`config.mk`:
```
export PLATFORM = sky130hd
export DESIGN_NAME = ccbv_acc
export DESIGN_NICKNAME = d
export VERILOG_FILES = /design/src/rtl/ccbv_pkg.sv /design/src/rtl/ccbv_acc.sv
export SDC_FILE = /design/constraint.sdc
export NUM_CORES = 1
export LEC_CHECK = 0
export BUFFER_PORTS_ARGS = -buffer_cell sky130_fd_sc_hd__buf_2
export CORE_MARGIN = 2
export CORE_UTILIZATION = 53
export DETAILED_ROUTE_END_ITERATION = 16
export GPL_ROUTABILITY_DRIVEN = 0
export GPL_TIMING_DRIVEN = 1
export PLACE_DENSITY = 0.8
export SETUP_SLACK_MARGIN = 0.3
export SYNTH_ARGS = -nofsm -noshare
export SYNTH_HDL_FRONTEND = slang
export SYNTH_SLANG_ARGS = --single-unit
export TNS_END_PERCENT = 100
```
`constraint.sdc`:
```
create_clock -name clk -period 7.1 [get_ports clk]
set_input_delay 1.065 -clock clk [delete_from_list [all_inputs] [get_ports clk]]
set_output_delay 1.065 -clock clk [all_outputs]
set_load 0.05 [all_outputs]
```
`src/rtl/ccbv_pkg.sv`:
```
// Shared types, constants and helper functions for the cubical cell birth value block.
// Has no dependencies. Every other file in rtl takes it in by wildcard import.
package ccbv_pkg;

  // Default geometry and value width of the voxel store.
  localparam int SIDE_DEF       = 32;
  localparam int VALUE_BITS_DEF = 32;

  // Fixed field widths of the request and result ports.
  localparam int CORD_W = 9;
  localparam int CELL_W = 29;
  localparam int VAL_W  = 32;
  localparam int EXT_W  = 5;
  localparam int DIM_W  = 2;

  // Configuration port widths.
  localparam int APB_AW = 5;
  localparam int APB_DW = 32;

  // Register indexes on the configuration port (byte address / 4).
  localparam logic [2:0] REG_EXTENT_X  = 3'd0;
  localparam logic [2:0] REG_EXTENT_Y  = 3'd1;
  localparam logic [2:0] REG_EXTENT_Z  = 3'd2;
  localparam logic [2:0] REG_THRESHOLD = 3'd3;
  localparam logic [2:0] REG_SENTINEL  = 3'd4;

  // Register reset values.
  localparam logic [EXT_W-1:0] EXTENT_RST    = 5'd31;
  localparam logic [VAL_W-1:0] THRESHOLD_RST = 32'h7FFF_FFFF;

  // Request operation codes.
  localparam logic OP_WRITE = 1'b0;
  localparam logic OP_QUERY = 1'b1;

  // Cell dimensions.
  localparam logic [DIM_W-1:0] DIM_VERTEX = 2'd0;
  localparam logic [DIM_W-1:0] DIM_EDGE   = 2'd1;
  localparam logic [DIM_W-1:0] DIM_SQUARE = 2'd2;
  localparam logic [DIM_W-1:0] DIM_CUBE   = 2'd3;

  // Cell orientations.
  localparam logic [1:0] ORIENT_X    = 2'd0;
  localparam logic [1:0] ORIENT_Y    = 2'd1;
  localparam logic [1:0] ORIENT_Z    = 2'd2;
  localparam logic [1:0] ORIENT_NONE = 2'd3;

  // A written -1.0 in Q16.16 is replaced by the threshold in sentinel mode.
  localparam logic [VAL_W-1:0] SENTINEL_Q16 = 32'hFFFF_0000;

  // Configuration register contents.
  typedef struct packed {
    logic [EXT_W-1:0] extent_x;
    logic [EXT_W-1:0] extent_y;
    logic [EXT_W-1:0] extent_z;
    logic [VAL_W-1:0] threshold;
    logic             sentinel;
  } cfg_t;

  // Tag that travels with each corner read to the reduction stage.
  typedef struct packed {
    logic valid;      // a corner read was issued last cycle
    logic pad;        // the corner lies in the padding border
    logic first;      // first corner of the query
    logic last;       // last corner of the query
    logic force_thr;  // the query answers with the threshold
  } rd_tag_t;

  // Sequencer states.
  typedef enum logic [1:0] {
    S_IDLE,
    S_READ,
    S_WAIT
  } seq_state_t;

  // Stored word width: never narrower than a full threshold value.
  function automatic int word_bits(input int value_bits);
    return (value_bits > VAL_W) ? value_bits : VAL_W;
  endfunction

  // Corners of a cell as a mask; bit k holds offsets x=k[0], y=k[1], z=k[2].
  function automatic logic [7:0] corner_mask(input logic [DIM_W-1:0] dim,
                                             input logic [1:0] orient);
    logic [7:0] m;
    m = 8'h01;
    unique case (dim)
      DIM_VERTEX: m = 8'h01;
      DIM_EDGE: begin
        unique case (orient)
          ORIENT_X: m = 8'h03;
          ORIENT_Y: m = 8'h05;
          ORIENT_Z: m = 8'h11;
          default:  m = 8'h01;
        endcase
      end
      DIM_SQUARE: begin
        unique case (orient)
          ORIENT_X: m = 8'h0F;
          ORIENT_Y: m = 8'h33;
          ORIENT_Z: m = 8'h55;
          default:  m = 8'h01;
        endcase
      end
      default: m = 8'hFF;
    endcase
    return m;
  endfunction

  // Edges and squares with no valid orientation answer with the threshold.
  function automatic logic force_threshold(input logic [DIM_W-1:0] dim,
                                           input logic [1:0] orient);
    return ((dim == DIM_EDGE) || (dim == DIM_SQUARE)) && (orient == ORIENT_NONE);
  endfunction

endpackage

```
`src/rtl/ccbv_acc.sv`:
```
// Max reduction over the corner values of one query and the result register.
// Depends on ccbv_pkg for rd_tag_t and the word width helper.
module ccbv_acc
  import ccbv_pkg::*;
#(
  parameter int VALUE_BITS = VALUE_BITS_DEF
) (
  input  logic                             clk,
  input  logic                             rst,
  input  logic [VAL_W-1:0]                 threshold,
  input  rd_tag_t                          tag,
  input  logic [word_bits(VALUE_BITS)-1:0] rdata,
  output logic                             done,
  output logic [VAL_W-1:0]                 birth_value
);

  localparam int WB = word_bits(VALUE_BITS);

  logic signed [WB-1:0] value, acc, merged;

  // Padding corners read as the threshold; keep the running maximum.
  always_comb begin
    value = tag.pad ? WB'($signed(threshold)) : $signed(rdata);
    if (tag.first || (value > acc)) begin
      merged = value;
    end else begin
      merged = acc;
    end
  end

  always_ff @(posedge clk) begin
    if (rst) begin
      done <= 1'b0;
    end else begin
      done <= tag.valid && tag.last;
    end
  end

  always_ff @(posedge clk) begin
    if (tag.valid) begin
      acc <= merged;
    end
    if (tag.valid && tag.last) begin
      birth_value <= tag.force_thr ? threshold : merged[VAL_W-1:0];
    end
  end

endmodule

```
# Word-level counts from Yosys, hierarchy flattened
# Index checks and enable logic that the tools add are counted.
# op_classes
magnitude_cmp,1
muxes,3
reduce_logical,2
# ops
cell,count
$mux 32,3
$gt 32x32->1,1
$logic_and 1x1->1,1
$logic_or 1x1->1,1
# totals
regBits,65
input_bits,71
out_inout_bits,33
elab_cells,9

# Logic depth before layout (Yosys ltp)
# logic_depth
depth_word,5
depth_mapped,13
depth_no_buf,9

# Worst setup path after synthesis
# No wires, ideal clock.
# synth_timing
path_kind,in2reg
start,in tag[3] (netlist name)
end,reg birth_value[1] (data pin)
t_arrival_ns,3.858
required_time_ns,6.829
setup_slack_ns,2.971
stages,12
n_path_buf,3
cell_sequence,clkbuf_1 -> buf_1 -> mux2_2 -> ha_1 -> nand4_1 -> nor4_2 -> o21ai_1 -> a211o_1 -> and3_1 -> o21bai_1 -> buf_2 -> a221oi_1
# synth_via
elab_chain_cells,5
# synth_lines
element,line_no,source
start: declaration,ccbv_acc.sv:11,"input rd_tag_t tag,"
$mux 32 *,ccbv_acc.sv:23,value = tag.pad ? WB'($signed(threshold)) : $signed(rdata);
$gt 32x32->1,ccbv_acc.sv:24,if (tag.first || (value > acc)) begin
$logic_or 1x1->1,ccbv_acc.sv:24,
$mux 32 *,ccbv_acc.sv:24,
$mux 32 *,ccbv_acc.sv:44,birth_value <= tag.force_thr ? threshold : merged[VAL_W-1:0];
end signal: assignment,ccbv_acc.sv:44,
end: declaration,ccbv_acc.sv:14,output logic [VAL_W-1:0] birth_value
# Every way passes the cells marked *; elsewhere a longest branch is shown, timed or not.
# A chain may end at the register's enable or synchronous reset.

# Worst setup path in the final report
# layout_timing
start,in tag[3] (netlist name)
end,reg acc[8] (data pin)
# layout_via
elab_chain_cells,4
# layout_lines
element,line_no,source
$mux 32 *,ccbv_acc.sv:23,
$gt 32x32->1,ccbv_acc.sv:24,
$logic_or 1x1->1,ccbv_acc.sv:24,
$mux 32 *,ccbv_acc.sv:24,
via merged[8],ccbv_acc.sv:19,"logic signed [WB-1:0] value, acc, merged;"
end signal: assignment,ccbv_acc.sv:41,acc <= merged;
end: declaration,ccbv_acc.sv:19,
# The timed path passes the listed nets; every way through them passes the cells marked *.

==> impl_metrics.json <==
{
  "critPathKind": "primary input to register",
  "synth_edf_count": 64,
  "path_max_fanout": 37,
  "cts_setup_buffers": 0,
  "power.density_nw_per_um2": 230,
  "postRouteWirelength_mm": 11.6,
  "fmax_ghz": 0.189,
  "rsz0062_at_grt": "no",
  "insertion_delay_ns": 0.34,
  "ios": 104,
  "ys_top_cells_by_area": "edfxtp_1 (41%), a221oi_2 (8.9%), ha_1 (8.5%)",
  "holdBufCountCts": 0,
  "htreeDepth": 3,
  "netlist_area_sq_um": 4730,
  "hold_viol": 0,
  "fillerInstances": 744,
  "crit_buf_inv": 3,
  "period_needed_ns": 5.30,
  "synthFlopType": "edfxtp_1",
  "antenna_cells": 0,
  "p_sw_share_pct": 35.0,
  "cts_tree": "yes",
  "ctsResizeCount": 0,
  "async_reset_ff_share_pct": 0,
  "layout_common_cells": "buf_2 (103), inv_1 (64), nor3_1 (64), edfxtp_1 (64), a21oi_1 (41)",
  "maxCapViolCount": 0,
  "grt_pass1_wl_mm": 18.7,
  "skew_ns": 0.00930,
  "start_kind": "primary input",
  "dr.pass1.iters": 5,
  "finalCritPeriodShare_pct": 74.6,
  "yosys_warnings": 0,
  "setup_tns_ns": 0,
  "die_area_sq_um": 9690,
  "syn-num-nets": 583,
  "drc": 0,
  "num_rows": 34,
  "hold_path.class": "register to register",
  "multiInputGateArea_sq_um": 2380,
  "clkTransAtPathRegs_ns": 0.08,
  "die_h_um": 98.5,
  "end_kind": "register",
  "layout_commonest_cell": "buf_2",
  "ys_seq_elements": 65,
  "max_stage_delay_ns": 0.68,
  "grt_overflow_total": 0,
  "leakagePower_nw": 2.37,
  "via_count": 4069,
  "drv_slew": 0,
  "power_switching_uw": 439,
  "seqPwrFrac_pct": 40.3,
  "grt_pass1_vias": 3922,
  "root_buffer": "clkbuf_8",
  "die_x_um": 98.5,
  "yosysSeqAreaShare_pct": 41.1,
  "grt_use_total_pct": 23.6,
  "coreArea_sq_um": 8680,
  "synth_top_area_share_pct": 40.6,
  "slew-limit-headroom_pct": 29.9,
  "yosysTopAreaCell": "edfxtp_1",
  "critPathRequiredTime_ns": 7.17,
  "syn_area_per_cell_sq_um": 9.85,
  "combinationalPowerShare_pct": 33.5,
  "worst_hold_slack_ns": 0.636,
  "tightest_slew_ns": 1.05,
  "numCtsBuffers": 9,
  "critPathSlowestCell": "or2_2",
  "crit_family": "buffers and inverters",
  "seq_area_sq_um": 1940,
  "cts_buffer_depth": 2,
  "clockPowerShare_pct": 26.2,
  "initial_utilization_pct": 54.5,
  "cp.arrival_ns": 5.37,
  "drtIter0Drc": 251,
  "num-nets-final": 665,
  "irDropWorstVdd_uv": 116,
  "finalSetupViolations": 0,
  "status": "completed",
  "antenna_found_initial": 0,
  "port-buffer-count": 103,
  "drive_above_1_share_pct": 33.0,
  "syn_inst": 480,
  "area_growth_pct": 15.3,
  "synth_cell_types": 38,
  "grt_max_degree": 66,
  "vias_per_cell": 6.03,
  "detail-route-antenna-nets": 0,
  "crit_chain": "buf_2 -> buf_4 -> mux2_2 -> ha_1 -> a21oi_1 -> o21a_1 -> o221ai_1 -> nor4_1 -> and3_2 -> or2_2 -> buf_4 -> a21oi_1",
  "clock_sinks": 65,
  "intPower_uw": 814,
  "wl_per_cell_um": 17.1,
  "dp_hpwl_mm": 7.56
}
-- power groups by stage --
stage | combinational (mW) | sequential [mW] | clock [mW]
floorplan | 0.278 | 0.554 | 0
global placement | 0.399 | 0.511 | 0
detailed placement | 0.415 | 0.513 | 0
CTS | 0.417 | 0.505 | 0.330
global route | 0.460 | 0.510 | 0.347
finish | 0.419 | 0.505 | 0.329
-- layout make-up --
class                   instances  area share (%)
multi-input cells             313            43.6
inverters                      64            4.41
flip-flops and latches         65            35.6
well taps                     108            2.48
clock inverters                 3           0.734
repair buffers                109            10.3
clock buffers                  13            2.91
-- tightest hold or removal path, cell delays in order (launching register included) --
cell and delay (ns):
edfxtp_1 0.35, inv_1 0.06, a21oi_1 0.11
-- layer usage --
metal  global-route usage [%]  share of wire [%]
met3                     2.98                6.0
met5                        0                  0
met1                     31.6                 43
met4                     7.69                1.5
met2                     39.9                 49
-- state kept, by name (all words and copies together), names as in the netlist --
name	cells
acc	32
done	1
birth_value	32
-- through the flow --
stage	instances	worst slack, ns	cell area, sq um	util, %	total power [mW]
floorplan	480	2.97	4730	-	0.831
global placement	659	1.69	5250	60.5	0.910
detailed placement	659	1.50	5250	60.5	0.928
CTS	675	1.85	5450	62.8	1.25
global route	675	1.49	5450	62.8	1.32
finish	675	1.80	5450	62.8	1.25
-- synth_stat cells (5+ instances only) --
cell      count
edfxtp_1     64
inv_1        64
nor3_1       64
a21oi_1      41
nor2_1       36
ha_1         32
or3_1        32
mux2_2       31
a221oi_2     28
clkbuf_1     21
buf_2         7
nand2_1       6
a221oi_1      5
buf_1         5
nand4_1       5
-- cell families after synthesis --
logic type                 after synthesis  share of synthesized area (%)
AOI/OAI and AO/OA                       91                           16.8
buffers and inverters                  102                           9.00
and+or+nand+nor                        158                           17.1
muxes                                   32                           7.59
DFF                                     65                           41.1
adders and majority gates               32                           8.47
-- worst paths after layout --
kind	slack, ns	endpoint	start	depth (start not counted)
max	1.80	acc[8]$_DFFE_PP_	tag[3]	12
min reg2reg	0.64	acc[16]$_DFFE_PP_	acc[16]$_DFFE_PP_	2
min	0.64	acc[16]$_DFFE_PP_	acc[16]$_DFFE_PP_	2
max reg2reg	3.24	acc[8]$_DFFE_PP_	acc[31]$_DFFE_PP_	10
No activity file was read; power rests on OpenSTA's default activity.
