[src/rtl/ccbv_pkg.sv]
// Shared types, constants and helper functions for the cubical cell birth value block.
// Has no dependencies. Every other file in rtl takes it in by wildcard import.
package ccbv_pkg;

  // Default geometry and value width of the voxel store.
  localparam int SIDE_DEF       = 32;
  localparam int VALUE_BITS_DEF = 32;

  // Fixed field widths of the request and result ports.
  localparam int CORD_W = 9;
  localparam int CELL_W = 29;
  localparam int VAL_W  = 32;
  localparam int EXT_W  = 5;
  localparam int DIM_W  = 2;

  // Configuration port widths.
  localparam int APB_AW = 5;
  localparam int APB_DW = 32;

  // Register indexes on the configuration port (byte address / 4).
  localparam logic [2:0] REG_EXTENT_X  = 3'd0;
  localparam logic [2:0] REG_EXTENT_Y  = 3'd1;
  localparam logic [2:0] REG_EXTENT_Z  = 3'd2;
  localparam logic [2:0] REG_THRESHOLD = 3'd3;
  localparam logic [2:0] REG_SENTINEL  = 3'd4;

  // Register reset values.
  localparam logic [EXT_W-1:0] EXTENT_RST    = 5'd31;
  localparam logic [VAL_W-1:0] THRESHOLD_RST = 32'h7FFF_FFFF;

  // Request operation codes.
  localparam logic OP_WRITE = 1'b0;
  localparam logic OP_QUERY = 1'b1;

  // Cell dimensions.
  localparam logic [DIM_W-1:0] DIM_VERTEX = 2'd0;
  localparam logic [DIM_W-1:0] DIM_EDGE   = 2'd1;
  localparam logic [DIM_W-1:0] DIM_SQUARE = 2'd2;
  localparam logic [DIM_W-1:0] DIM_CUBE   = 2'd3;

  // Cell orientations.
  localparam logic [1:0] ORIENT_X    = 2'd0;
  localparam logic [1:0] ORIENT_Y    = 2'd1;
  localparam logic [1:0] ORIENT_Z    = 2'd2;
  localparam logic [1:0] ORIENT_NONE = 2'd3;

  // A written -1.0 in Q16.16 is replaced by the threshold in sentinel mode.
  localparam logic [VAL_W-1:0] SENTINEL_Q16 = 32'hFFFF_0000;

  // Configuration register contents.
  typedef struct packed {
    logic [EXT_W-1:0] extent_x;
    logic [EXT_W-1:0] extent_y;
    logic [EXT_W-1:0] extent_z;
    logic [VAL_W-1:0] threshold;
    logic             sentinel;
  } cfg_t;

  // Tag that travels with each corner read to the reduction stage.
  typedef struct packed {
    logic valid;      // a corner read was issued last cycle
    logic pad;        // the corner lies in the padding border
    logic first;      // first corner of the query
    logic last;       // last corner of the query
    logic force_thr;  // the query answers with the threshold
  } rd_tag_t;

  // Sequencer states.
  typedef enum logic [1:0] {
    S_IDLE,
    S_READ,
    S_WAIT
  } seq_state_t;

  // Stored word width: never narrower than a full threshold value.
  function automatic int word_bits(input int value_bits);
    return (value_bits > VAL_W) ? value_bits : VAL_W;
  endfunction

  // Corners of a cell as a mask; bit k holds offsets x=k[0], y=k[1], z=k[2].
  function automatic logic [7:0] corner_mask(input logic [DIM_W-1:0] dim,
                                             input logic [1:0] orient);
    logic [7:0] m;
    m = 8'h01;
    unique case (dim)
      DIM_VERTEX: m = 8'h01;
      DIM_EDGE: begin
        unique case (orient)
          ORIENT_X: m = 8'h03;
          ORIENT_Y: m = 8'h05;
          ORIENT_Z: m = 8'h11;
          default:  m = 8'h01;
        endcase
      end
      DIM_SQUARE: begin
        unique case (orient)
          ORIENT_X: m = 8'h0F;
          ORIENT_Y: m = 8'h33;
          ORIENT_Z: m = 8'h55;
          default:  m = 8'h01;
        endcase
      end
      default: m = 8'hFF;
    endcase
    return m;
  endfunction

  // Edges and squares with no valid orientation answer with the threshold.
  function automatic logic force_threshold(input logic [DIM_W-1:0] dim,
                                           input logic [1:0] orient);
    return ((dim == DIM_EDGE) || (dim == DIM_SQUARE)) && (orient == ORIENT_NONE);
  endfunction

endpackage

[src/rtl/ccbv_cfg.sv]
// Configuration register file behind the APB-style port.
// Depends on ccbv_pkg for register indexes, reset values and cfg_t.
module ccbv_cfg
  import ccbv_pkg::*;
(
  input  logic              clk,
  input  logic              rst,
  input  logic              psel,
  input  logic              penable,
  input  logic              pwrite,
  input  logic [APB_AW-1:0] paddr,
  input  logic [APB_DW-1:0] pwdata,
  output logic [APB_DW-1:0] prdata,
  output logic              pready,
  output cfg_t              cfg
);

  logic       wr_en;
  logic [2:0] reg_idx;

  assign pready  = 1'b1;
  assign wr_en   = psel && penable && pwrite && pready;
  assign reg_idx = paddr[APB_AW-1:2];

  // Register writes; indexes beyond the list are ignored.
  always_ff @(posedge clk) begin
    if (rst) begin
      cfg.extent_x  <= EXTENT_RST;
      cfg.extent_y  <= EXTENT_RST;
      cfg.extent_z  <= EXTENT_RST;
      cfg.threshold <= THRESHOLD_RST;
      cfg.sentinel  <= 1'b0;
    end else if (wr_en) begin
      unique case (reg_idx)
        REG_EXTENT_X:  cfg.extent_x  <= pwdata[EXT_W-1:0];
        REG_EXTENT_Y:  cfg.extent_y  <= pwdata[EXT_W-1:0];
        REG_EXTENT_Z:  cfg.extent_z  <= pwdata[EXT_W-1:0];
        REG_THRESHOLD: cfg.threshold <= pwdata[VAL_W-1:0];
        REG_SENTINEL:  cfg.sentinel  <= pwdata[0];
        default: ;
      endcase
    end
  end

  // Read data mux.
  always_comb begin
    prdata = '0;
    unique case (reg_idx)
      REG_EXTENT_X:  prdata = APB_DW'(cfg.extent_x);
      REG_EXTENT_Y:  prdata = APB_DW'(cfg.extent_y);
      REG_EXTENT_Z:  prdata = APB_DW'(cfg.extent_z);
      REG_THRESHOLD: prdata = APB_DW'(cfg.threshold);
      REG_SENTINEL:  prdata = APB_DW'(cfg.sentinel);
      default:       prdata = '0;
    endcase
  end

endmodule

[config.mk]
export PLATFORM = sky130hd
export DESIGN_NAME = ccbv_cfg
export DESIGN_NICKNAME = d
export VERILOG_FILES = /design/src/rtl/ccbv_pkg.sv /design/src/rtl/ccbv_cfg.sv
export SDC_FILE = /design/constraint.sdc
export NUM_CORES = 1
export LEC_CHECK = 0
export BUFFER_PORTS_ARGS = -buffer_cell sky130_fd_sc_hd__buf_2
export CORE_UTILIZATION = 42
export CTS_BUF_LIST = sky130_fd_sc_hd__clkbuf_8
export CTS_CLUSTER_SIZE = 14
export DETAILED_ROUTE_END_ITERATION = 10
export PLACE_DENSITY = 0.84
export SLEW_MARGIN = 20
export SYNTH_ARGS = -nofsm -noshare
export SYNTH_HDL_FRONTEND = slang
export SYNTH_SLANG_ARGS = --single-unit
[constraint.sdc]
create_clock -name clk -period 1.2 [get_ports clk]
set_input_delay 0.12 -clock clk [delete_from_list [all_inputs] [get_ports clk]]
set_output_delay 0.12 -clock clk [all_outputs]
set_load 0.03 [all_outputs]
# Yosys cells after proc, flatten, opt, wreduce, memory -nomap -nowiden
# Cells that the tools add are included.
[word_totals]
inputBits = 42
register_bits = 48
[op_classes]
muxes = 1
n_reduce_logical = 8
n_eq_ne = 4
[ops]
columns = ["op", "count"]
rows = [
  ["$pmux W32 S5", 1],
  ["$reduce_and A2 Y1", 5],
  ["$eq A3 B2 Y1 const B", 2],
  ["$eq A3 B1 Y1 const B", 1],
  ["$eq A3 B3 Y1 const B", 1],
  ["$logic_not A3 Y1", 1],
  ["$logic_and A1 B1 Y1", 2],
]

# Logic depth before layout (Yosys ltp)
[depth]
depth_word = 3
depth_mapped = 5
ltp_nobuf = 3

# Worst setup path before layout
# Ideal clock, no wire load.
[synth_timing]
path_type = "reg-to-output"
from = "register cfg[39] (netlist bit)"
to = "output prdata[1]"
path_stages_with_launch = 3
setup_slack_ps = -164
arrival_time_ps = 1244
t_required_ps = 1080
path_cell_list = "dfxtp_1 -> mux4_2 -> nor2b_1"
[synth_via]
elab_chain_cells = 1
[synth_lines]
columns = ["element", "line_no", "text"]
rows = [
  ["start: declaration", "ccbv_cfg.sv:15", "output cfg_t cfg"],
  ["$pmux W32 S5", "ccbv_cfg.sv:48", "unique case (reg_idx)"],
  ["end: declaration", "ccbv_cfg.sv:13", "output logic [APB_DW-1:0] prdata,"],
]
# No other way between the ends.

# Worst setup path after layout
[layout_timing]
from = "register cfg[5] (netlist bit)"
to = "output prdata[4]"
# Same word-level chain as after synthesis.

==> metrics.log <==
[metrics] Layout Utilization: between 60% and 70%
[metrics] initial core utilization: about 44%
[metrics] Main synth FF type: sky130_fd_sc_hd__dfxtp_1
[metrics] unrepaired setup endpoints after global routing: true
[metrics] distinct cell type count after synthesis: 24
[metrics] post-route cell area: 3410 sq um
[metrics] final-report hold violation count: 0
[metrics] Post-Place Worst Slack: -0.0961 ns
[metrics] main combinational cell family by area after synthesis: simple AND/OR/NAND/NOR gates
[metrics] Finish-stage setup viols: 5
[metrics] Total Wirelength: 5.80 mm
[metrics] register bit count reported by yosys: 48
[metrics] CTS tree: yes
[metrics] highest-delay cell along the critical path: sky130_fd_sc_hd__mux4_2
[metrics] post-synthesis share of cell area spent on and, or, nand and nor gates: about a quarter
[metrics] post-synth top area share: a little over two fifths
[metrics] Syn Area/Cell: 9.19 sq um
[metrics] maximum net fanout on the critical path: 2
[metrics] gate count of the mapped netlist: roughly 250
[metrics] proportion of synthesized chip area in sequential cells: between 40% and 50%
[metrics] floorplan die area: 5680 sq um
[metrics] outcome: finished, violations left
[metrics] Detailed Place HPWL: 4.14 mm
[metrics] total power per unit cell area: ~1000 nW/um^2
[metrics] I/O pin cnt: roughly 120
[metrics] share of cell area taken by muxes after synthesis: between 20 and 30%
[metrics] XOR/XNOR share of the synthesized area: 0%
[metrics] type of the most critical hold path: primary input to register
[metrics] Sink Count: 48
[metrics] Antenna Cells: 0
[metrics] startpoint type of the worst setup path: register
[metrics] number of synthesized flops with an enable pin: 0
[metrics] largest registers: cfg (48)
[metrics] share of the synthesized area in compound gates (AO/OA/AOI/OAI): between 1 and 1.5%
[metrics] clock slew at the register clock pins of the worst setup and hold paths: approximately 0.090 ns
[metrics] largest stage delay on the critical path: around 0.46 ns
[metrics] area of the core: 5140 sq um
[metrics] net total in the final layout: 432
[metrics] clock latency on the worst-skew pair: a little under 0.3 ns
[metrics] Max Slew Vio Count: 0
[metrics] H-tree level count: 2
[metrics] crit end category: primary output
[metrics] largest net degree at the start of global routing: about 50
[metrics] Adder-Cell Fraction of Synth Area: 0%
[metrics] detailed router's first-iteration violation count: 87
[metrics] Yosys Warn Count: 0
[metrics] Worst Skew: 0 ns
[metrics] number of filler instances in the final layout: 434
[metrics] number of flip-flops under the largest register name: 48
[metrics] die span in x: between 70 and 80 um
[metrics] Vias per Instance: roughly 4.8
[metrics] post-synth top area cell: sky130_fd_sc_hd__dfxtp_1
[metrics] vias post-DR: 2210
[metrics] Placement Rows: 26
[metrics] count of buffers inserted at the top-level ports: between 100 and 150
[metrics] total gr overflow: 0
[metrics] final RePlAce weighted congestion: between 0.8 and 0.9
[metrics] number of iterations in the first detailed-routing pass: 4
[metrics] maximum clock insertion buffer count: 2
[metrics] DRC: 0
[metrics] chip height: 75.4 um
[metrics] fin crit share: 124%
[metrics] failing checks: negative setup slack
[metrics] number of antenna-violating nets in the routed design: 0
[metrics] clk root buf: sky130_fd_sc_hd__clkbuf_8
[metrics] first-pass GRT wire length: 8.71 mm
[metrics] type of the worst setup path: register to primary output
[metrics] Synth top cells by count: 78 x sky130_fd_sc_hd__nor2_1, 49 x sky130_fd_sc_hd__mux2i_1, 48 x sky130_fd_sc_hd__dfxtp_1
[metrics] Crit path buffers/inverters: 1
[metrics] layout overhead on the synthesized area: 50.8%
[metrics] via count of the first global-routing pass: 1985
[metrics] asr flop ratio synth: 0%
[metrics] overall power: 0.00340 W
[metrics] Cell Chain, Critical Path: mux4_2 > nor2b_4 > buf_6
[metrics] TritonCTS buffer count: 5
[metrics] shortest clock period the worst path allows after layout: 1.49 ns
[metrics] maximum clock rate: ~670 MHz
[metrics] wire per inst: 12.6 um
[metrics] post-synth net total: between 200 and 300
[metrics] Max VDD drop: approximately 0.73 mV
[metrics] critical path required time: between 1 and 1.5 ns
[metrics] largest delay contributor family on the critical path: multiplexers
[metrics] register with the most flip-flops: cfg
[metrics] data arrival time of the critical path: approximately 1.4 ns
[metrics] Leak Pwr: around 1.5 nW
[metrics] largest cells by area after synthesis: sky130_fd_sc_hd__dfxtp_1 43%, sky130_fd_sc_hd__mux2i_1 22%, sky130_fd_sc_hd__nor2_1 13%
[metrics] library cell with the highest instance count after synthesis: sky130_fd_sc_hd__nor2_1
[metrics] combined area of all synthesized cells: roughly 2300 sq um
[metrics] number of max-cap violations: 0
[metrics] Setup WS post-layout: -0.293 ns
[metrics] minimum hold slack: between 0.07 and 0.08 ns
[metrics] antenna violations before repair: 0
[metrics] standard cell area after detailed placement: roughly 3100 sq um
[metrics] fraction of final layout cells sized beyond drive strength 1: 48.1%
[metrics] aggregate global-route resource usage: between 20% and 30%
## cell families after synthesis
group / Yosys count
muxes: 53
and+or+nand+nor: 120
buffers and inverters: 19
AOI/OAI and AO/OA: 5
other: 1
DFF: 48
## tightest hold or removal path: cells and delay by family
kind | cells | cell delay (ns)
muxes | 1 | 0.10
buffers and inverters | 1 | 0.07
and+or+nand+nor | 1 | 0.03
## metrics by stage
stage	instances	setup TNS, ns
final	461	-1.20
after global routing	461	-1.96
after CTS	460	-1.21
after detailed placement	446	-2.81
after global placement	446	-2.56
after floorplan	246	-0.375
## where the power goes
part / switching (W) / total, W / internal (W) / leakage, nW
Combinational: 0.000297 / 0.000510 / 0.000213 / 1.04
Clock: 0.000540 / 0.00128 / 0.000736 / 0.0645
Sequential: 0.00000771 / 0.00161 / 0.00160 / 0.384
## layout by cell type, fill, tap and decap left out, drive strengths merged
master,Yosys,final
mux2i,49,49
o21ai,2,2
nand4,1,1
nand4b,1,1
dfxtp,48,48
buf,8,154
and2,27,27
clkbuf,11,9
or3,1,1
conb,1,1
bufinv,0,1
nand3b,1,1
o21a,1,1
a21oi,1,1
nand2,1,1
nor3b,2,2
nand2b,2,2
nor2,79,79
o31ai,1,1
or4b,1,1
nor2b,4,4
mux4,4,4
## area by class of cell
type                       instances  area, sq um  area share, %
multi-input combinational        179         1250           36.6
sequential                        48          975           28.6
timing repair buffer             156          975           28.6
clock buffer                       7         96.3           2.83
tap                               70         87.6           2.57
clock inverter                     1         30.0          0.881
## final timing paths
kind                             endpoint  depth (start not counted)  startpoint  slack (ns)
worst max-delay path            prdata[4]                          3      cfg[5]       -0.29
worst min-delay path              cfg[10]                          3   pwdata[9]        0.07
worst max register to register     cfg[2]                          4      cfg[2]        0.36
worst min register to register    cfg[32]                          2     cfg[32]        0.49
## per-layer routing
layer  wire length [um]  vias up  GRT usage, %
met5                  0        -             0
met2               2940       95          36.7
met4                 86        0          8.02
met3                392        9          5.95
met1               2380     1021          22.7
li1                   -     1085             -
## what timing repair did
item                       4_1_cts  5_1_grt
setup endpoints to repair       32       30
pin swaps                        0        1
cloned                           0        0
hold buffers                     0        0
buffers inserted                 6        1
resized for setup               30        5
Power figures use the tool's default switching activity.
