$ cat src/rtl/ccbv_pkg.sv
// Shared types, constants and helper functions for the cubical cell birth value block.
// Has no dependencies. Every other file in rtl takes it in by wildcard import.
package ccbv_pkg;

  // Default geometry and value width of the voxel store.
  localparam int SIDE_DEF       = 32;
  localparam int VALUE_BITS_DEF = 32;

  // Fixed field widths of the request and result ports.
  localparam int CORD_W = 9;
  localparam int CELL_W = 29;
  localparam int VAL_W  = 32;
  localparam int EXT_W  = 5;
  localparam int DIM_W  = 2;

  // Configuration port widths.
  localparam int APB_AW = 5;
  localparam int APB_DW = 32;

  // Register indexes on the configuration port (byte address / 4).
  localparam logic [2:0] REG_EXTENT_X  = 3'd0;
  localparam logic [2:0] REG_EXTENT_Y  = 3'd1;
  localparam logic [2:0] REG_EXTENT_Z  = 3'd2;
  localparam logic [2:0] REG_THRESHOLD = 3'd3;
  localparam logic [2:0] REG_SENTINEL  = 3'd4;

  // Register reset values.
  localparam logic [EXT_W-1:0] EXTENT_RST    = 5'd31;
  localparam logic [VAL_W-1:0] THRESHOLD_RST = 32'h7FFF_FFFF;

  // Request operation codes.
  localparam logic OP_WRITE = 1'b0;
  localparam logic OP_QUERY = 1'b1;

  // Cell dimensions.
  localparam logic [DIM_W-1:0] DIM_VERTEX = 2'd0;
  localparam logic [DIM_W-1:0] DIM_EDGE   = 2'd1;
  localparam logic [DIM_W-1:0] DIM_SQUARE = 2'd2;
  localparam logic [DIM_W-1:0] DIM_CUBE   = 2'd3;

  // Cell orientations.
  localparam logic [1:0] ORIENT_X    = 2'd0;
  localparam logic [1:0] ORIENT_Y    = 2'd1;
  localparam logic [1:0] ORIENT_Z    = 2'd2;
  localparam logic [1:0] ORIENT_NONE = 2'd3;

  // A written -1.0 in Q16.16 is replaced by the threshold in sentinel mode.
  localparam logic [VAL_W-1:0] SENTINEL_Q16 = 32'hFFFF_0000;

  // Configuration register contents.
  typedef struct packed {
    logic [EXT_W-1:0] extent_x;
    logic [EXT_W-1:0] extent_y;
    logic [EXT_W-1:0] extent_z;
    logic [VAL_W-1:0] threshold;
    logic             sentinel;
  } cfg_t;

  // Tag that travels with each corner read to the reduction stage.
  typedef struct packed {
    logic valid;      // a corner read was issued last cycle
    logic pad;        // the corner lies in the padding border
    logic first;      // first corner of the query
    logic last;       // last corner of the query
    logic force_thr;  // the query answers with the threshold
  } rd_tag_t;

  // Sequencer states.
  typedef enum logic [1:0] {
    S_IDLE,
    S_READ,
    S_WAIT
  } seq_state_t;

  // Stored word width: never narrower than a full threshold value.
  function automatic int word_bits(input int value_bits);
    return (value_bits > VAL_W) ? value_bits : VAL_W;
  endfunction

  // Corners of a cell as a mask; bit k holds offsets x=k[0], y=k[1], z=k[2].
  function automatic logic [7:0] corner_mask(input logic [DIM_W-1:0] dim,
                                             input logic [1:0] orient);
    logic [7:0] m;
    m = 8'h01;
    unique case (dim)
      DIM_VERTEX: m = 8'h01;
      DIM_EDGE: begin
        unique case (orient)
          ORIENT_X: m = 8'h03;
          ORIENT_Y: m = 8'h05;
          ORIENT_Z: m = 8'h11;
          default:  m = 8'h01;
        endcase
      end
      DIM_SQUARE: begin
        unique case (orient)
          ORIENT_X: m = 8'h0F;
          ORIENT_Y: m = 8'h33;
          ORIENT_Z: m = 8'h55;
          default:  m = 8'h01;
        endcase
      end
      default: m = 8'hFF;
    endcase
    return m;
  endfunction

  // Edges and squares with no valid orientation answer with the threshold.
  function automatic logic force_threshold(input logic [DIM_W-1:0] dim,
                                           input logic [1:0] orient);
    return ((dim == DIM_EDGE) || (dim == DIM_SQUARE)) && (orient == ORIENT_NONE);
  endfunction

endpackage

$ cat src/rtl/ccbv_seq.sv
// Request sequencer: performs voxel writes and walks the corners of a queried cell,
// one memory read per cycle. Depends on ccbv_pkg for codes, cfg_t, rd_tag_t and the FSM type.
module ccbv_seq
  import ccbv_pkg::*;
#(
  parameter int SIDE       = SIDE_DEF,
  parameter int VALUE_BITS = VALUE_BITS_DEF
) (
  input  logic                                  clk,
  input  logic                                  rst,
  input  cfg_t                                  cfg,
  input  logic                                  start,
  output logic                                  busy,
  input  logic                                  operation,
  input  logic [CORD_W-1:0]                     voxel_x,
  input  logic [CORD_W-1:0]                     voxel_y,
  input  logic [CORD_W-1:0]                     voxel_z,
  input  logic [VAL_W-1:0]                      voxel_value,
  input  logic [CELL_W-1:0]                     cell_index,
  input  logic [DIM_W-1:0]                      cell_dim,
  output logic                                  we,
  output logic [$clog2(SIDE*SIDE*SIDE)-1:0]     waddr,
  output logic [word_bits(VALUE_BITS)-1:0]      wdata,
  output logic                                  re,
  output logic [$clog2(SIDE*SIDE*SIDE)-1:0]     raddr,
  output rd_tag_t                               tag
);

  localparam int WB      = word_bits(VALUE_BITS);
  localparam int NB      = (VALUE_BITS < VAL_W) ? VALUE_BITS : VAL_W;
  localparam int CW      = $clog2(SIDE);
  localparam int AW      = $clog2(SIDE * SIDE * SIDE);
  localparam int SIDE_SQ = SIDE * SIDE;
  localparam logic [CORD_W:0] SIDE_C = (CORD_W + 1)'(SIDE);

  seq_state_t        state, state_next;
  logic              accept;
  logic [CORD_W-1:0] base_x, base_y, base_z;
  logic [7:0]        mask, mask_rest;
  logic              first, force_thr;
  logic [2:0]        sel;
  logic [CORD_W:0]   cx, cy, cz;
  logic              corner_in;
  rd_tag_t           tag_next;
  logic signed [NB-1:0] value_narrow;

  // One axis lies in the interior when it is 1..extent and inside the store.
  function automatic logic in_axis(input logic [CORD_W:0] c, input logic [EXT_W-1:0] ext);
    return (c != '0) && (c <= (CORD_W + 1)'(ext)) && (c < SIDE_C);
  endfunction

  function automatic logic [AW-1:0] voxel_addr(input logic [CORD_W:0] x,
                                               input logic [CORD_W:0] y,
                                               input logic [CORD_W:0] z);
    return AW'(x[CW-1:0]) + AW'(y[CW-1:0]) * AW'(SIDE) + AW'(z[CW-1:0]) * AW'(SIDE_SQ);
  endfunction

  // Lowest pending corner.
  function automatic logic [2:0] lowest(input logic [7:0] m);
    logic [2:0] idx;
    idx = 3'd0;
    for (int k = 7; k >= 0; k--) begin
      if (m[k]) idx = 3'(k);
    end
    return idx;
  endfunction

  assign accept = start && !busy;

  // Write path: a write takes effect at the edge that accepts it.
  assign value_narrow = voxel_value[NB-1:0];
  always_comb begin
    we    = accept && (operation == OP_WRITE) &&
            in_axis({1'b0, voxel_x}, cfg.extent_x) &&
            in_axis({1'b0, voxel_y}, cfg.extent_y) &&
            in_axis({1'b0, voxel_z}, cfg.extent_z);
    waddr = voxel_addr({1'b0, voxel_x}, {1'b0, voxel_y}, {1'b0, voxel_z});
    if (cfg.sentinel && (voxel_value == SENTINEL_Q16)) begin
      wdata = WB'($signed(cfg.threshold));
    end else begin
      wdata = WB'(value_narrow);
    end
  end

  // Corner selection and read address.
  always_comb begin
    sel       = lowest(mask);
    mask_rest = mask & ~(8'b1 << sel);
    cx        = {1'b0, base_x} + (CORD_W + 1)'(sel[0]);
    cy        = {1'b0, base_y} + (CORD_W + 1)'(sel[1]);
    cz        = {1'b0, base_z} + (CORD_W + 1)'(sel[2]);
    corner_in = in_axis(cx, cfg.extent_x) && in_axis(cy, cfg.extent_y) &&
                in_axis(cz, cfg.extent_z);
    raddr     = voxel_addr(cx, cy, cz);
  end

  // Next state.
  always_comb begin
    state_next = state;
    unique case (state)
      S_IDLE: if (accept && (operation == OP_QUERY)) state_next = S_READ;
      S_READ: if (mask_rest == 8'h00) state_next = S_WAIT;
      S_WAIT: state_next = S_IDLE;
      default: state_next = S_IDLE;
    endcase
  end

  // Outputs of the sequencer.
  always_comb begin
    busy               = (state != S_IDLE);
    re                 = (state == S_READ);
    tag_next.valid     = (state == S_READ);
    tag_next.pad       = !corner_in;
    tag_next.first     = first;
    tag_next.last      = (mask_rest == 8'h00);
    tag_next.force_thr = force_thr;
  end

  // Control registers and the tag that goes with each read.
  always_ff @(posedge clk) begin
    if (rst) begin
      state <= S_IDLE;
      tag   <= '0;
    end else begin
      state <= state_next;
      tag   <= tag_next;
    end
  end

  // Query context.
  always_ff @(posedge clk) begin
    if (accept && (operation == OP_QUERY)) begin
      base_x    <= cell_index[CORD_W-1:0];
      base_y    <= cell_index[2*CORD_W-1:CORD_W];
      base_z    <= cell_index[3*CORD_W-1:2*CORD_W];
      mask      <= corner_mask(cell_dim, cell_index[CELL_W-1:3*CORD_W]);
      force_thr <= force_threshold(cell_dim, cell_index[CELL_W-1:3*CORD_W]);
      first     <= 1'b1;
    end else if (state == S_READ) begin
      mask  <= mask_rest;
      first <= 1'b0;
    end
  end

endmodule

$ cat config.mk
export PLATFORM = sky130hd
export DESIGN_NAME = ccbv_seq
export DESIGN_NICKNAME = d
export VERILOG_FILES = /design/src/rtl/ccbv_pkg.sv /design/src/rtl/ccbv_seq.sv
export SDC_FILE = /design/constraint.sdc
export NUM_CORES = 1
export LEC_CHECK = 0
export BUFFER_PORTS_ARGS = -buffer_cell sky130_fd_sc_hd__buf_2
export CAP_MARGIN = 40
export CORE_ASPECT_RATIO = 1.25
export CORE_MARGIN = 8
export CORE_UTILIZATION = 40
export CTS_BUF_LIST = sky130_fd_sc_hd__clkbuf_2 sky130_fd_sc_hd__clkbuf_4 sky130_fd_sc_hd__clkbuf_8
export DETAILED_ROUTE_END_ITERATION = 6
export PLACE_DENSITY_LB_ADDON = 0.25
export SYNTH_ARGS = -nofsm -noshare
export SYNTH_HDL_FRONTEND = slang
export SYNTH_SLANG_ARGS = --single-unit
export TNS_END_PERCENT = 30
$ cat constraint.sdc
create_clock -name clk -period 3 [get_ports clk]
set_input_delay 0 -clock clk [delete_from_list [all_inputs] [get_ports clk]]
set_output_delay 0 -clock clk [all_outputs]
set_load 0.05 [all_outputs]
After elaboration in Yosys (flattened, before gate mapping)
Cells that the tools add are included.
W data, S select, Z words.

operators by class
  add/subtract/negate cells = 7
  order comparisons = 12
  equal/unequal tests = 9
  shifts and indexed selects = 1
  multiplexer cells = 17
  bitwise gates (word level) = 3
  reductions and logical operators = 38

operator list
  cell                    count
  $eq A32 B32 Y1 const B  1
  $mux W32                1
  $add A11 B15 Y15        2
  $add A9 B1 Y10          3
  $le A10 B5 Y1           3
  $lt A10 B6 Y1 const B   3
  $reduce_bool A10 Y1     3
  $le A9 B5 Y1            3
  $lt A9 B6 Y1 const B    3
  $reduce_bool A9 Y1      3
  $mux W3                 8
  $pmux W8 S3             1
  $add A5 B10 Y11         2
  $logic_and A1 B1 Y1     22
  $pmux W7 S3             1
  $mux W8                 2
  $pmux W5 S3             1
  $and A8 B8 Y8           1
  $logic_not A8 Y1        1
  $not A8 Y8              1
  $shl A1 B3 Y8 const A   1
  $eq A2 B1 Y1 const B    3
  $eq A2 B2 Y1 const B    3
  $logic_not A2 Y1        3
  9 further kinds         12

storage, ports and cells
  flip-flop bits (word level) = 44
  input port bits = 142
  output and inout port bits = 70
  word-level logic and storage cells = 99

Longest topological paths before layout
Gate-level depths: netlist of run 1.

  depth after elaboration = 15
  mapped depth = 14
  mapped depth without buffers = 14

Worst setup path before layout of run 1
OpenSTA, ideal clock, no wires.

  kind = reg-to-reg
  start = register mask[0]
  end = register tag[3] (netlist name)
  library setup time = 0.140 ns
  arrival = 3.591 ns
  required time = 2.860 ns
  setup slack = -0.731 ns
  cell stages (with the launch flop) = 14
  buffers on the path = 0
  period minus slack after synthesis = 3.731 ns
  cell sequence = edfxtp_1 > or3_1 > or2_2 > a21oi_1 > ha_1 > ha_1 > nand3_1 > xnor2_1 > ha_1 > inv_1 > o21ai_0 > nand4b_1 > nor4_1 > a41oi_1

between the ends
  cells in the longest elaborated chain, start to end = 8
  elaborated cells on any way between the ends = 22
  classes of those cells = add/sub (3); order compare (6); mux (1); reduce/logical (12)

RTL lines
  item                                                  RTL line                        text
  start, declared                                       ccbv_seq.sv:39                  logic [7:0] mask, mask_rest;
  start signal, assigned                                ccbv_seq.sv:136                 mask <= corner_mask(cell_dim, cell_index[CELL_W-1:3*CORD_W]);
  start signal, assigned                                ccbv_seq.sv:140                 mask <= mask_rest;
  $mux W3 (*)                                           ccbv_seq.sv:63                  if (m[k]) idx = 3'(k);
  $add A9 B1 Y10, on equally long branches              ccbv_seq.sv:89, ccbv_seq.sv:90
  $le A10 B5 Y1 or $reduce_bool A10 Y1 (tied branches)  ccbv_seq.sv:49                  return (c != '0) && (c <= (CORD_W + 1)'(ext)) && (c < SIDE_C);
  $logic_and A1 B1 Y1 (2 in series)                     ccbv_seq.sv:49
  $logic_and A1 B1 Y1                                   ccbv_seq.sv:92                  corner_in = in_axis(cx, cfg.extent_x) && in_axis(cy, cfg.extent_y) &&
  $logic_and A1 B1 Y1 (*)                               ccbv_seq.sv:92
  $logic_not A1 Y1 (*)                                  ccbv_seq.sv:113                 tag_next.pad = !corner_in;
  end signal, assigned                                  ccbv_seq.sv:126                 tag <= tag_next;
  end, declared                                         ccbv_seq.sv:26                  output rd_tag_t tag

Mark *: on every way between the ends. The rest lies on a longest branch, timed or not.
A chain may end at the register's enable or synchronous reset.

Worst setup path after layout of run 1
  start = register mask[5]
  end = register tag[3] (netlist name)

between the ends
  cells in the longest elaborated chain, start to end = 13
  elaborated cells on any way between the ends = 27
  classes of those cells = add/sub (3); order compare (6); mux (6); reduce/logical (12)

RTL lines
  item                                                  RTL line
  $mux W3 (*) (6 in series)                             ccbv_seq.sv:63
  $add A9 B1 Y10, on equally long branches              ccbv_seq.sv:89, ccbv_seq.sv:90
  $le A10 B5 Y1 or $reduce_bool A10 Y1 (tied branches)  ccbv_seq.sv:49
  $logic_and A1 B1 Y1 (2 in series)                     ccbv_seq.sv:49
  $logic_and A1 B1 Y1                                   ccbv_seq.sv:92
  $logic_and A1 B1 Y1 (*)                               ccbv_seq.sv:92
  $logic_not A1 Y1 (*)                                  ccbv_seq.sv:113

Marks and branches as above.

==> results of run 1 <==
-- worst register-to-register path, delay by kind of cell, from the launching register on --
kind,cells,cell delay (ns)
DFF,1,0.44
and+or+nand+nor,4,0.81
adders and majority gates,3,0.80
xor gates and xnor gates,1,0.17
muxes,1,0.20
AOI/OAI and AO/OA,3,0.31
-- final timing paths --
check | start | depth (start not counted) | endpoint | slack [ns]
min reg2reg | first | 2 | first | 0.46
max | mask[5] | 12 | tag[3] | 0.16
min | cell_dim[1] | 3 | force_thr | 0.13
max reg2reg | mask[5] | 12 | tag[3] | 0.16
-- power by group --
part	total, uW	switching (uW)	internal, uW
sequential	739	29.8	709
combinational	747	460	287
clock	472	200	272
total	1960	690	1270
-- repair_timing --
action	4_1_cts	5_1_grt
endpoints found under the setup margin	0	1
resized for setup	0	12
hold buffers	28	0
buffers inserted	0	3
hold endpoints to repair	34	0
-- cells by family after synthesis --
kind of cell    Yosys count  synth area share, %
simple gates            107                 16.8
buf+inv                  54                 8.01
fa+ha+maj                47                 17.0
mux                      16                 5.21
flops                    44                 36.1
compound gates           77                 14.3
xor+xnor                 10                 2.55
-- final cells by class --
type                    count  area [um2]
fillers                   743        3290
multi-input cells         257        2160
repair buffers            253        1440
flip-flops and latches     44        1240
inverters                  35         131
well taps                 100         125
clock buffers               6        82.6
clock inverters             2        38.8
-- through the flow --
step / worst slack, ns / hold slack, ns / cell area, um2 / total power [uW]
final: 0.155 / 0.128 / 5220 / 1960
after detailed placement: 0.0659 / 0.178 / 4730 / 1450
after floorplan: 0.0195 / 0.0716 / 3610 / 1220
after global routing: -0.0610 / 0.134 / 5220 / 2050
after CTS: 0.0503 / 0.121 / 5130 / 1950
after global placement: 0.169 / 0.177 / 4730 / 1430
-- cells in the final DEF, fill, tap and decap left out, types with 5 or more instances in the layout --
cell / n
a211oi_1: 7
dlygate4sd3_1: 28
nor2_1: 13
nor4_1: 10
mux2_2: 14
nand3_1: 17
a21oi_1: 19
inv_1: 35
a21o_1: 17
o22ai_1: 5
nor2b_1: 8
dfxtp_1: 8
buf_2: 211
nand2_1: 21
nand4_1: 7
ha_4: 5
o21ai_0: 16
buf_4: 14
ha_1: 38
clkbuf_8: 6
edfxtp_1: 36
nor3_1: 8
-- cell usage after synthesis (4+ instances only) --
| master | count | area, um2 |
|---|---|---|
| nand4_1 | 7 | 43.8 |
| or4_1 | 4 | 30.0 |
| xnor2_1 | 6 | 52.6 |
| ha_1 | 45 | 563 |
| xor2_1 | 4 | 35.0 |
| nor2b_1 | 8 | 50.1 |
| a21oi_1 | 20 | 100 |
| a21o_1 | 17 | 128 |
| dfxtp_1 | 8 | 160 |
| buf_4 | 15 | 113 |
| mux2_2 | 14 | 158 |
| a211oi_1 | 7 | 52.6 |
| nor2_1 | 14 | 52.6 |
| nand2_1 | 21 | 78.8 |
| nand3_1 | 19 | 95.1 |
| nor3_1 | 8 | 40.0 |
| o21ai_0 | 17 | 85.1 |
| inv_1 | 35 | 131 |
| nor4_1 | 11 | 68.8 |
| edfxtp_1 | 36 | 1080 |
| o22ai_1 | 5 | 31.3 |
-- sequential cells by signal (all words and copies together) (netlist names) --
register	count
base_x	9
base_y	9
base_z	9
first	1
force_thr	1
mask	8
state	2
tag	5
-- layer usage --
| layer | routed length, um | up-vias | share of wire (%) | track usage (%) |
|---|---|---|---|---|
| met2 | 6180 | 147 | 52 | 36.2 |
| met1 | 4510 | 1636 | 38 | 19.7 |
| li1 | - | 1786 | - | - |
| met3 | 1030 | 15 | 8.6 | 5.56 |
| met5 | 0 | - | 0 | 0 |
| met4 | 217 | 0 | 1.8 | 5.87 |
==> out/metrics.csv, run 1 <==
metric,value,unit
die width,98.9,um
library cells used by synthesis,46,
Via density,5.14,
final hold vios,0,
synth warn,0,
Peak VDD IR,0.335,mV
setup TNS,0,ns
Iter 0 DRT Violations,129,
global-route wire length before repair,18.4,mm
IO Pins,212,
CTS sink cnt,44,
WL per Instance,17.1,um
Slew headroom,39.5,%
"CTS clk-pin slew, worst paths",0.09,ns
Synth Area per Inst,9.68,um2
CP Capture Type,register,
pwr dens,375,nW/um2
clock root cell,clkbuf_8,
gp weighted congestion,0.917,
1st-pass router iterations,4,
slowest CP cell,edfxtp_1,
CTS tree,yes,
final number of setup-violating endpoints,0,
CP Buf/Inv Count,0,
WL final,11.9,mm
Leakage,0.00257,uW
syn_nets,542,
post-synthesis async set-or-reset flop share,0,%
Worst Setup Start Kind,register,
worst-case clock buffer depth,2,
Mapped Cells,355,
fin crit share,94.8,%
die height,120,um
gr ovfl total,0,
Yosys reg bits,44,
f_max,352,MHz
Layout Nets,783,
fin cells,697,
# DRC,0,
number of routed nets with antenna violations,0,
max-cap check violation count,0,
vias,3584,
Area Overhead vs Synth,52.0,%
Post-synth EDFFs,36,
Initial Util,40.4,%
FP Rows,38,
core area,8510,um2
H-tree levels,2,
# port buffers,211,
"slowest stage delay, CP",0.44,ns
largest net degree at the start of global routing,31,
worst-path maximum fanout,4,
ratio of cells with drive above 1 in the final layout,46.4,%
total CTS buffers,5,
final-report max-slew violation count,0,
Worst-Margin Slew,0.905,ns
Tot GR Track Use,19.1,%
ANT cells,0,
CP arrival,3.02,ns
vias in the first global route,3735,
min-delay worst type,input pin to register,
final clock skew,0.00809,ns
placed insts,658,
cell family with most CP delay,simple AND/OR/NAND/NOR gates,
Detailed Place HPWL,10.1,mm
initial antenna violation count,0,
Setup CP Type,register to register,
"Min Clock Period, post-route",2.84,ns
outcome,"finished, final reports clean",
crit-path cells,nor2_2 -> a211oi_1 -> nor3_1 -> ha_2 -> ha_4 -> nand3_2 -> xnor2_4 -> ha_1 -> mux2i_1 -> a21oi_1 -> nor4_2 -> a41oi_1,
register area share after synthesis,36.1,%
"Clk Latency, worst-skew pair",0.29,ns
fin util,61.3,%
critical path required time,3.17,ns
mapped cell area,3440,um2
die area,11800,um2
"Primary FF master, synth",edfxtp_1,
Note: power is estimated with default switching activity, not from simulation.
==> run 2, diff against run 1 <==
--- a/config.mk
+++ b/config.mk
@@ -10,7 +10,7 @@
 export CORE_ASPECT_RATIO = 1.25
 export CORE_MARGIN = 8
 export CORE_UTILIZATION = 40
-export CTS_BUF_LIST = sky130_fd_sc_hd__clkbuf_2 sky130_fd_sc_hd__clkbuf_4 sky130_fd_sc_hd__clkbuf_8
+export CTS_CLUSTER_DIAMETER = 40
 export DETAILED_ROUTE_END_ITERATION = 6
 export PLACE_DENSITY_LB_ADDON = 0.25
 export SYNTH_ARGS = -nofsm -noshare
==> run 2 against run 1 <==
  * Critical endpoint unchanged
  * Highest routed layer unchanged
  * Largest cell class unchanged
  * Sequential share of layout area is essentially flat
  * Count of clock-buffer cells in the layout grew 1
  * Hold slack lost 0.0024 ns
==> out/metrics.csv, run 2 (same netlist as run 1, synthesis figures left out) <==
metric,value,unit,change
Via density,5.15,,+0.11%
ANT cells,0,,unchanged
"Min Clock Period, post-route",2.84,ns,-0.00363 ns
Iter 0 DRT Violations,128,,-0.78%
final-report max-slew violation count,0,,unchanged
critical path required time,3.17,ns,about the same
Worst Hold Slack,0.125,ns,-0.00239 ns
sw power,689,uW,-0.10%
vias,3588,,+0.11%
die area,11800,um2,unchanged
final hold vios,0,,unchanged
setup TNS,0,ns,unchanged
CP Buf/Inv Count,0,,unchanged
min-delay src,cell_dim[1],,
core area,8510,um2,unchanged
worst-path maximum fanout,4,,unchanged
# DRC,0,,unchanged
CTS tree,yes,,
global-route wire length before repair,18.4,mm,unchanged
die height,120,um,unchanged
Leakage,0.00256,uW,about the same
clock group share of total power,22.8,%,-1.3 points
total CTS buffers,5,,unchanged
CP arrival,3.01,ns,about the same
R2R setup slack,0.16,ns,about the same
Tot Pwr,1920,uW,-1.7%
gp weighted congestion,0.917,,unchanged
Int Pwr,1230,uW,-2.6%
Initial Util,40.4,%,unchanged
1st-pass router iterations,4,,unchanged
Peak VDD IR,0.335,mV,-0.20%
part of the power in registers,38.4,%,+0.7 points
fin crit share,94.7,%,-0.12 points
max-cap check violation count,0,,unchanged
min-delay worst type,input pin to register,,
outcome,"finished, final reports clean",,
initial antenna violation count,0,,unchanged
Worst-Margin Slew,0.905,ns,-0.000139 ns
biggest regs,"base_x: 9 flops, base_y: 9 flops, base_z: 9 flops",,
IO Pins,212,,unchanged
"CTS clk-pin slew, worst paths",0.09,ns,about the same
Tot GR Track Use,19.2,%,+0.024 points
die width,98.9,um,unchanged
worst-case clock buffer depth,2,,unchanged
pwr dens,369,nW/um2,-1.7%
# port buffers,211,,unchanged
largest net degree at the start of global routing,31,,unchanged
hold path endpoint,force_thr,,
Sw Ratio,35.8,%,+0.59 points
Area Overhead vs Synth,51.8,%,about the same
Layout Nets,783,,unchanged
gr ovfl total,0,,unchanged
crit-path cells,nor2_2 -> a211oi_1 -> nor3_1 -> ha_2 -> ha_4 -> nand3_2 -> xnor2_4 -> ha_1 -> mux2i_1 -> a21oi_1 -> nor4_2 -> a41oi_1,,
fillcell total,745,,+0.27%
Comb power frac,38.8,%,+0.6 points
f_max,352,MHz,+0.13%
ratio of cells with drive above 1 in the final layout,46.4,%,unchanged
Critical R2R Capture,tag[3],,
vias in the first global route,3731,,-0.11%
"commonest non-fill, non-tap cell in the layout",buf_2,,
"Clk Latency, worst-skew pair",0.29,ns,about the same
slowest CP cell,edfxtp_1,,
most frequent cells in the layout,"211 x buf_2, 38 x ha_1, 36 x edfxtp_1",,
CTS sink cnt,44,,unchanged
CP Capture Type,register,,
final clock skew,0.00815,ns,+0.0000626 ns
final number of setup-violating endpoints,0,,unchanged
"slowest stage delay, CP",0.44,ns,about the same
WL final,11.9,mm,-0.10%
Detailed Place HPWL,10.1,mm,unchanged
Slew headroom,39.5,%,about the same
clock root cell,clkbuf_8,,
R2R depth,12,,unchanged
FP Rows,38,,unchanged
hold path cells,3,,unchanged
Setup CP Type,register to register,,
worst flop-to-flop path startpoint,mask[5],,
Worst Setup Start Kind,register,,
WL per Instance,17.1,um,-0.10%
cell family with most CP delay,simple AND/OR/NAND/NOR gates,,
number of routed nets with antenna violations,0,,unchanged
H-tree levels,2,,unchanged
fin util,61.3,%,about the same
run 2: layer usage:
layer	vias up	track usage, %	routed length [um]
li1	1784	-	-
met1	1638	19.7	4530
met2	150	36.1	6150
met3	16	5.56	1010
met4	0	6.16	240
met5	-	0	0
run 2: cell type report:
type | count | area, um2 | area share (%)
timing repair buffer | 253 | 1440 | 27.6
multi-input combinational | 257 | 2160 | 41.4
sequential | 44 | 1240 | 23.8
inverter | 35 | 131 | 2.52
clock inverter | 1 | 8.76 | 0.168
clock buffer | 7 | 108 | 2.06
tap | 100 | 125 | 2.40
run 2: worst min-delay path, cell delays in order:
cell     delay [ns]
buf_2          0.10
ha_1           0.12
nor2b_1        0.04
run 2: how the worst max path moves through the flow:
| stage | slack [ns] | endpoint | cells after the start | start |
|---|---|---|---|---|
| after floorplan | 0.02 | tag[3] | 13 | mask[2] |
| after global placement | 0.17 | tag[3] | 12 | mask[2] |
| after detailed placement | 0.07 | tag[3] | 12 | mask[5] |
| after CTS | 0.05 | tag[3] | 11 | mask[6] |
| after global routing | -0.06 | tag[3] | 12 | mask[5] |
| final | 0.16 | tag[3] | 12 | mask[5] |
run 2: repair_timing:
action / CTS / global route
setup buffers: 0 / 3
endpoints found under the hold margin: 34 / 0
resized for setup: 0 / 12
endpoints found under the setup margin: 0 / 1
hold buffers: 28 / 0
run 2: per-stage QoR:
| stage | cell area (um2) | std cells | setup WS [ns] |
|---|---|---|---|
| floorplan | 3610 | 355 | 0.0195 |
| finish | 5220 | 697 | 0.159 |
| CTS | 5130 | 694 | 0.0512 |
| detailed placement | 4730 | 658 | 0.0659 |
| global placement | 4730 | 658 | 0.169 |
| global route | 5220 | 697 | -0.0618 |
run 2: power groups by stage:
stage | Sequential [uW] | Combinational (uW) | Clock [uW]
detailed placement | 751 | 700 | 0
global placement | 748 | 685 | 0
global route | 744 | 805 | 468
finish | 739 | 747 | 438
floorplan | 766 | 451 | 0
CTS | 737 | 731 | 446
